===== src/hw/rtl/etud_pkg.sv =====
package etud_pkg;

    // reciprocal constants for divide-by-constant, each exact over its input range
    localparam logic [25:0] RCP_675  = 26'd50903317;  // x < 2^25, shift 35
    localparam logic [16:0] RCP_7    = 17'd74899;     // x < 2^16, shift 19
    localparam logic [15:0] RCP_1461 = 16'd45934;     // x < 2^16, shift 26
    localparam logic [12:0] RCP_225  = 13'd4661;      // x < 5400, shift 20
    localparam logic [10:0] RCP_15   = 11'd1093;      // x < 900,  shift 14

    localparam logic [16:0] SECS_PER_DAY  = 17'd86400;
    localparam logic [11:0] SECS_PER_HOUR = 12'd3600;
    localparam logic [5:0]  SECS_PER_MIN  = 6'd60;
    localparam logic [10:0] DAYS_PER_QUAD = 11'd1461;

    // day count is rebased to 1968-01-01, the start of a four-year cycle
    localparam logic [9:0]  DAYS_1968_TO_1970 = 10'd731;
    localparam logic [7:0]  YEAR_1968_OFS     = 8'd68;
    // 2100 is not leap: from its March 1 on, one day is inserted so the
    // four-year cycle arithmetic stays uniform
    localparam logic [15:0] DAY_2100_MAR1 = 16'd47541;
    localparam logic [5:0]  QUAD_2100     = 6'd33;

    localparam logic [10:0] QUAD_YEAR1 = 11'd366;
    localparam logic [10:0] QUAD_YEAR2 = 11'd731;
    localparam logic [10:0] QUAD_YEAR3 = 11'd1096;

    typedef logic [8:0] t_doy;

    localparam t_doy MONTH_START [12] = '{
        9'd0, 9'd31, 9'd59, 9'd90, 9'd120, 9'd151,
        9'd181, 9'd212, 9'd243, 9'd273, 9'd304, 9'd334
    };

    function automatic t_doy month_start(input logic [3:0] mon, input logic leap);
        t_doy base;
        base = MONTH_START[mon];
        if (leap && (mon >= 4'd2)) begin
            base = base + 9'd1;
        end
        return base;
    endfunction

endpackage


===== src/hw/rtl/epoch_seconds_to_utc_date.sv =====
// Pipeline: an accepted input transaction passes through six register stages
// (s1 to s6) before o_valid rises with its result.
// Throughput: one transaction per cycle when not stalled; each of the six stages
// is one level of constant multiplies (reciprocal divide) or the month lookup.
// i_stall with a waiting result freezes the whole pipeline.
// Reset (i_rst_n low, synchronous) clears the stage valid bits only.
module epoch_seconds_to_utc_date (
    input  logic        i_clk,
    input  logic        i_rst_n,
    input  logic        i_valid,
    output logic        o_stall,
    input  logic [31:0] i_epoch_seconds,
    output logic        o_valid,
    input  logic        i_stall,
    output logic [5:0]  o_second,
    output logic [5:0]  o_minute,
    output logic [4:0]  o_hour,
    output logic [4:0]  o_day_of_month,
    output logic [3:0]  o_month_index,
    output logic [7:0]  o_years_since_1900,
    output logic [8:0]  o_day_of_year,
    output logic [2:0]  o_weekday
);
    import etud_pkg::*;

    logic [6:1] r_vld;
    logic       n_adv;

    // stage 1: days = t / 86400
    logic [50:0] n_p1;
    logic [15:0] r_s1_days;
    logic [16:0] r_s1_tlo;

    // stage 2: time of day
    logic [16:0] n_s2_dm;
    logic [15:0] r_s2_days;
    logic [16:0] r_s2_tod;

    // stage 3: weekday quotient, cycle index, hour
    logic [15:0] n_s3_x7;
    logic [31:0] n_s3_pw;
    logic [15:0] n_s3_dp;
    logic [31:0] n_s3_pc;
    logic [24:0] n_s3_ph;
    logic        n_s3_adj;
    logic [15:0] r_s3_x7;
    logic [12:0] r_s3_wq;
    logic [15:0] r_s3_dp;
    logic [5:0]  r_s3_c;
    logic        r_s3_adj;
    logic [4:0]  r_s3_hour;
    logic [16:0] r_s3_tod;

    // stage 4: remainders
    logic [15:0] n_s4_w7;
    logic [15:0] n_s4_wd;
    logic [15:0] n_s4_c1461;
    logic [15:0] n_s4_r;
    logic [16:0] n_s4_h3600;
    logic [16:0] n_s4_rem;
    logic [2:0]  r_s4_wd;
    logic [10:0] r_s4_r;
    logic [5:0]  r_s4_c;
    logic        r_s4_adj;
    logic [4:0]  r_s4_hour;
    logic [11:0] r_s4_rem;

    // stage 5: year within cycle, minute
    logic [1:0]  n_s5_yoff;
    logic [10:0] n_s5_base;
    logic [10:0] n_s5_doy;
    logic        n_s5_fix;
    logic [20:0] n_s5_pm;
    t_doy        r_s5_doy;
    t_doy        r_s5_yday;
    logic        r_s5_leap;
    logic [7:0]  r_s5_year;
    logic [5:0]  r_s5_minute;
    logic [11:0] r_s5_rem;
    logic [4:0]  r_s5_hour;
    logic [2:0]  r_s5_wd;

    // stage 6: month, day, second
    logic [11:0] n_s6_m60;
    logic [11:0] n_s6_sec;
    logic [3:0]  n_s6_mon;
    logic [4:0]  n_s6_mday;
    logic [5:0]  r_s6_second;
    logic [5:0]  r_s6_minute;
    logic [4:0]  r_s6_hour;
    logic [4:0]  r_s6_mday;
    logic [3:0]  r_s6_mon;
    logic [7:0]  r_s6_year;
    t_doy        r_s6_yday;
    logic [2:0]  r_s6_wd;

    assign n_adv   = !(r_vld[6] && i_stall);
    assign o_stall = !n_adv;

    always_ff @(posedge i_clk) begin
        if (!i_rst_n) begin
            r_vld <= '0;
        end else if (n_adv) begin
            r_vld <= {r_vld[5:1], i_valid};
        end
    end

    always_comb begin
        n_p1 = 51'(i_epoch_seconds[31:7]) * 51'(RCP_675);
    end

    always_comb begin
        // only the low 17 bits matter: the true remainder is below 2^17
        n_s2_dm = 17'(r_s1_days) * SECS_PER_DAY;
    end

    always_comb begin
        n_s3_x7  = r_s2_days + 16'd4;
        n_s3_pw  = 32'(n_s3_x7) * 32'(RCP_7);
        n_s3_adj = (r_s2_days >= DAY_2100_MAR1);
        n_s3_dp  = r_s2_days + 16'(DAYS_1968_TO_1970) + 16'(n_s3_adj);
        n_s3_pc  = 32'(n_s3_dp) * 32'(RCP_1461);
        n_s3_ph  = 25'(r_s2_tod[16:4]) * 25'(RCP_225);
    end

    always_comb begin
        n_s4_w7    = 16'(r_s3_wq) * 16'd7;
        n_s4_wd    = r_s3_x7 - n_s4_w7;
        n_s4_c1461 = 16'(r_s3_c) * 16'(DAYS_PER_QUAD);
        n_s4_r     = r_s3_dp - n_s4_c1461;
        n_s4_h3600 = 17'(r_s3_hour) * 17'(SECS_PER_HOUR);
        n_s4_rem   = r_s3_tod - n_s4_h3600;
    end

    always_comb begin
        if (r_s4_r < QUAD_YEAR1) begin
            n_s5_yoff = 2'd0;
            n_s5_base = '0;
        end else if (r_s4_r < QUAD_YEAR2) begin
            n_s5_yoff = 2'd1;
            n_s5_base = QUAD_YEAR1;
        end else if (r_s4_r < QUAD_YEAR3) begin
            n_s5_yoff = 2'd2;
            n_s5_base = QUAD_YEAR2;
        end else begin
            n_s5_yoff = 2'd3;
            n_s5_base = QUAD_YEAR3;
        end
        n_s5_doy = r_s4_r - n_s5_base;
        // inside 2100 after Feb, the inserted day is taken back out of the day of year
        n_s5_fix = r_s4_adj && (r_s4_c == QUAD_2100) && (n_s5_yoff == 2'd0);
        n_s5_pm  = 21'(r_s4_rem[11:2]) * 21'(RCP_15);
    end

    always_comb begin
        n_s6_m60 = 12'(r_s5_minute) * 12'(SECS_PER_MIN);
        n_s6_sec = r_s5_rem - n_s6_m60;
    end

    etud_month u_month (
        .i_doy   (r_s5_doy),
        .i_leap  (r_s5_leap),
        .o_month (n_s6_mon),
        .o_mday  (n_s6_mday)
    );

    always_ff @(posedge i_clk) begin
        if (n_adv) begin
            r_s1_days   <= n_p1[50:35];
            r_s1_tlo    <= i_epoch_seconds[16:0];

            r_s2_days   <= r_s1_days;
            r_s2_tod    <= r_s1_tlo - n_s2_dm;

            r_s3_x7     <= n_s3_x7;
            r_s3_wq     <= n_s3_pw[31:19];
            r_s3_dp     <= n_s3_dp;
            r_s3_c      <= n_s3_pc[31:26];
            r_s3_adj    <= n_s3_adj;
            r_s3_hour   <= n_s3_ph[24:20];
            r_s3_tod    <= r_s2_tod;

            r_s4_wd     <= n_s4_wd[2:0];
            r_s4_r      <= n_s4_r[10:0];
            r_s4_c      <= r_s3_c;
            r_s4_adj    <= r_s3_adj;
            r_s4_hour   <= r_s3_hour;
            r_s4_rem    <= n_s4_rem[11:0];

            r_s5_doy    <= n_s5_doy[8:0];
            r_s5_yday   <= n_s5_doy[8:0] - 9'(n_s5_fix);
            r_s5_leap   <= (n_s5_yoff == 2'd0);
            r_s5_year   <= YEAR_1968_OFS + {r_s4_c, 2'b00} + 8'(n_s5_yoff);
            r_s5_minute <= n_s5_pm[19:14];
            r_s5_rem    <= r_s4_rem;
            r_s5_hour   <= r_s4_hour;
            r_s5_wd     <= r_s4_wd;

            r_s6_second <= n_s6_sec[5:0];
            r_s6_minute <= r_s5_minute;
            r_s6_hour   <= r_s5_hour;
            r_s6_mday   <= n_s6_mday;
            r_s6_mon    <= n_s6_mon;
            r_s6_year   <= r_s5_year;
            r_s6_yday   <= r_s5_yday;
            r_s6_wd     <= r_s5_wd;
        end
    end

    assign o_valid            = r_vld[6];
    assign o_second           = r_s6_second;
    assign o_minute           = r_s6_minute;
    assign o_hour             = r_s6_hour;
    assign o_day_of_month     = r_s6_mday;
    assign o_month_index      = r_s6_mon;
    assign o_years_since_1900 = r_s6_year;
    assign o_day_of_year      = r_s6_yday;
    assign o_weekday          = r_s6_wd;

    a_reset_clears: assert property (@(posedge i_clk)
        !i_rst_n |=> !o_valid)
        else $error("valid bits not cleared by reset");

    a_time_range: assert property (@(posedge i_clk) disable iff (!i_rst_n)
        o_valid |-> (o_second <= 6'd59) && (o_minute <= 6'd59) && (o_hour <= 5'd23))
        else $error("time of day out of range");

    a_date_range: assert property (@(posedge i_clk) disable iff (!i_rst_n)
        o_valid |-> (o_month_index <= 4'd11) && (o_day_of_month >= 5'd1)
                    && (o_day_of_year <= 9'd365) && (o_weekday <= 3'd6)
                    && (o_years_since_1900 >= 8'd70) && (o_years_since_1900 <= 8'd206))
        else $error("date field out of range");

    a_early_days: assert property (@(posedge i_clk) disable iff (!i_rst_n)
        (o_valid && (o_day_of_year <= 9'd58)) |-> (o_month_index <= 4'd1))
        else $error("month inconsistent with day of year");

endmodule


===== src/hw/rtl/etud_month.sv =====
module etud_month (
    input  etud_pkg::t_doy i_doy,
    input  logic           i_leap,
    output logic [3:0]     o_month,
    output logic [4:0]     o_mday
);
    import etud_pkg::*;

    t_doy n_start;
    t_doy n_diff;

    // month index = number of month starts after January at or below the day of year
    always_comb begin
        o_month = '0;
        for (int m = 1; m < 12; m++) begin
            if (i_doy >= month_start(4'(m), i_leap)) begin
                o_month = o_month + 4'd1;
            end
        end
    end

    always_comb begin
        n_start = month_start(o_month, i_leap);
        n_diff  = i_doy - n_start + 9'd1;
    end

    assign o_mday = n_diff[4:0];

endmodule


===== config.mk =====
export PLATFORM = sky130hd
export DESIGN_NAME = epoch_seconds_to_utc_date
export DESIGN_NICKNAME = d
export VERILOG_FILES = /design/src/hw/rtl/etud_pkg.sv /design/src/hw/rtl/epoch_seconds_to_utc_date.sv /design/src/hw/rtl/etud_month.sv
export SDC_FILE = /design/constraint.sdc
export NUM_CORES = 2
export LEC_CHECK = 0
export ABC_AREA = 0
export BUFFER_PORTS_ARGS = -buffer_cell sky130_fd_sc_hd__buf_2
export CORE_MARGIN = 1
export CORE_UTILIZATION = 35
export DETAILED_ROUTE_END_ITERATION = 8
export HOLD_SLACK_MARGIN = 0.12
export MAX_ROUTING_LAYER = met4
export PLACE_DENSITY = 0.49
export SLEW_MARGIN = 20
export SYNTH_ARGS = -nofsm -noshare
export SYNTH_HDL_FRONTEND = slang
export SYNTH_SLANG_ARGS = --single-unit

===== constraint.sdc =====
create_clock -name i_clk -period 10.1 [get_ports i_clk]
set_clock_uncertainty 0.1 [all_clocks]
set_input_delay 1.515 -clock i_clk [delete_from_list [all_inputs] [get_ports i_clk]]
set_output_delay 1.515 -clock i_clk [all_outputs]
set_load 0.01 [all_outputs]

==> flow_summary.toml <==
[status]
outcome = "finished clean"

[synthesis]
synth-main-ff-cell = "edfxtp_1"
netlist_instances = 2850
yosys_warnings = 0
synth_edf_count = 238
syn-num-nets = 4013
async_reset_ff_share_pct = 0
ys_ff_latch = 244
synth_top_area_share_pct = 28.8
syn_area_sq_um = 32200
yosys.area.top_type = "ha_1"
ys_seq_area_share_pct = 22.6
synthTopCellsByArea = "ha_1, fa_1, edfxtp_1, inv_1, xnor2_1"
syn_avg_cell_area_sq_um = 11.3
netlist-cell-type-count = 80

[cts]
htreeDepth = 2
cts_hold_buf = 0
cts_buffers = 34
cts_tree = "yes"
clk_pin_slew_ns = 0.06
clockRootBuffer = "clkbuf_16"
insertion_delay_ns = 0.54
clock_path_buffers = 3
clock-sinks = 244

[routing]
drc = 0
ant_nets = 0
num_vias = 19300
dr.pass1.iters = 5
drt-initial-drc-count = 615
routed_wl_mm = 65.3
post_drt_via_cell_ratio = 4.63
wire_per_inst_microns = 15.6

[floorplanning]
die_w_microns = 305
die_h_microns = 305
start_util_pct = 35.6
ios = 84
core_sq_um = 90600
rows = 110
die_area_sq_um = 93200

[timing]
slew_viol_final = 0
rsz0062_at_grt = "false"
tightestPinTransition_ns = 1.05
slew_headroom_pct = 30.3
period_share_pct = 92.7
fmax_mhz = 107
tns_ns = 0
min_period_ns = 9.36
finalHoldViolations = 0
timing.hold.ws_ns = 0.315
setup_viol = 0

[worst_setup_path]
critPathCaptureType = "register"
cp_slowest_stage_delay_ns = 0.44
critPathKind = "register to register"
crit_path_frequent_cell = "ha_1"
cp-startpoint = "r_s5_leap$_DFFE_PN_"
r2r_start = "r_s5_leap$_DFFE_PN_"
crit_slowest_cell = "edfxtp_1"
critical_path_arrival_ns = 9.54
cp_max_fo = 6
cp_data_required_time_ns = 10.28
start_kind = "register"

[place]
place_area_sq_um = 34100
dp_hpwl_mm = 54.4
routabilityCongestion = 0.871
port_buffers = 83

[worst_hold_path]
hp-class = "register to register"
hold_start = "r_s5_yday[4]$_DFFE_PN_"

[flow_run]
cap_violations = 0

[layout]
nets = 4138
fin_util_pct = 39.0
mostFrequentLayoutCells = "ha_1, inv_1, fa_1"
fin_area_sq_um = 35300
nFillCells = 8909
final_common_cell = "ha_1"
regArea_sq_um = 7270
final_layout_size_suffix_gt1_share_pct = 6.60
num_antenna_cells = 0
area_growth_pct = 9.70
multiInputGateArea_sq_um = 22200

[global_routing]
grt_pass1_wl_mm = 111
overflow = 0
grt_max_degree = 170
grt_pass1_vias = 21400
antenna_found_initial = 0
grtUsageTotal_pct = 15.2
==> through the flow <==
step           worst slack, ns  std cells
5_1_grt                 0.0862       4175
2_1_floorplan            0.736       2850
3_5_place_dp             0.569       4109
6_report                 0.738       4175
3_3_place_gp             0.793       4109
4_1_cts                  0.506       4169
==> sequential cells by signal (all words and copies together), names as in the netlist, 6 cells and up <==
register / flops
r_s4_rem: 12
r_s2_days: 16
r_s4_c: 6
r_vld: 6
r_s3_dp: 11
o_day_of_year: 9
o_second: 6
o_years_since_1900: 8
r_s5_year: 8
r_s5_yday: 9
r_s3_c: 6
r_s2_tod: 17
r_s3_tod: 12
r_s1_tlo: 17
r_s5_doy: 9
o_minute: 6
r_s5_minute: 6
r_s4_r: 11
r_s5_rem: 6
r_s1_days: 16
==> area by class of cell <==
| class | count | area share, % |
|---|---|---|
| clock inverters | 21 | 0.602 |
| repair buffers | 100 | 1.57 |
| inverters | 733 | 7.79 |
| multi-input cells | 1862 | 62.8 |
| flip-flops and latches | 244 | 20.6 |
| clock buffers | 39 | 2.52 |
| well taps | 1176 | 4.17 |
==> repair_timing <==
action | 4_1_cts | 5_1_grt
gates resized for setup | 0 | 4
setup endpoints to repair | 0 | 4
buffers inserted | 0 | 6
==> cells by family (layout without fill, tap and decap cells) <==
group | count (synthesis) | count (layout) | share of synthesized area (%)
compound gates | 293 | 293 | 6.20
buf+inv | 744 | 893 | 8.71
fa+ha+maj | 1127 | 1127 | 52.8
xor+xnor | 191 | 191 | 5.50
simple gates | 241 | 241 | 3.88
mux | 10 | 10 | 0.326
flops | 244 | 244 | 22.6
==> synth_stat cells, drive strengths merged (16+ instances only) <==
library cell and instances:
nand3 18, nand2 73, xor2 68, inv 733
o21a 24, nand2b 18, o21ai 55, edfxtp 238
fa 387, a21oi 76, o21bai 16, nor2b 16
a21o 44, ha 740, nor2 42, xnor2 123
==> worst paths after layout <==
| path | cells after the start | end | slack, ns |
|---|---|---|---|
| worst max register to register | 44 | o_day_of_month[4]$_DFFE_PN_ | 0.74 |
| worst min-delay path | 0 | o_day_of_year[4]$_DFFE_PN_ | 0.32 |
| worst min register to register | 0 | o_day_of_year[4]$_DFFE_PN_ | 0.32 |
| worst max-delay path | 44 | o_day_of_month[4]$_DFFE_PN_ | 0.74 |
==> per-layer routing <==
metal	vias to the layer above	wire, microns	share of wire (%)	track usage (%)
met4	0	879	1.3	2.59
li1	9575	-	-	-
met2	184	31500	48	25.4
met1	9503	31400	48	20.1
met3	55	1600	2.4	1.50
met5	-	0	0	-
==> worst max-delay path: cells and delay by family, from the launching register on <==
kind            cells  cell delay [ns]
compound gates      7             1.48
xor+xnor            7             1.02
fa+ha+maj          10             2.97
buf+inv             2             0.39
flops               1             0.44
mux                 4             0.77
simple gates       14             1.90
Power is not shown: default switching activity piles up to over one toggle a cycle in this logic, so the estimate is an artifact.
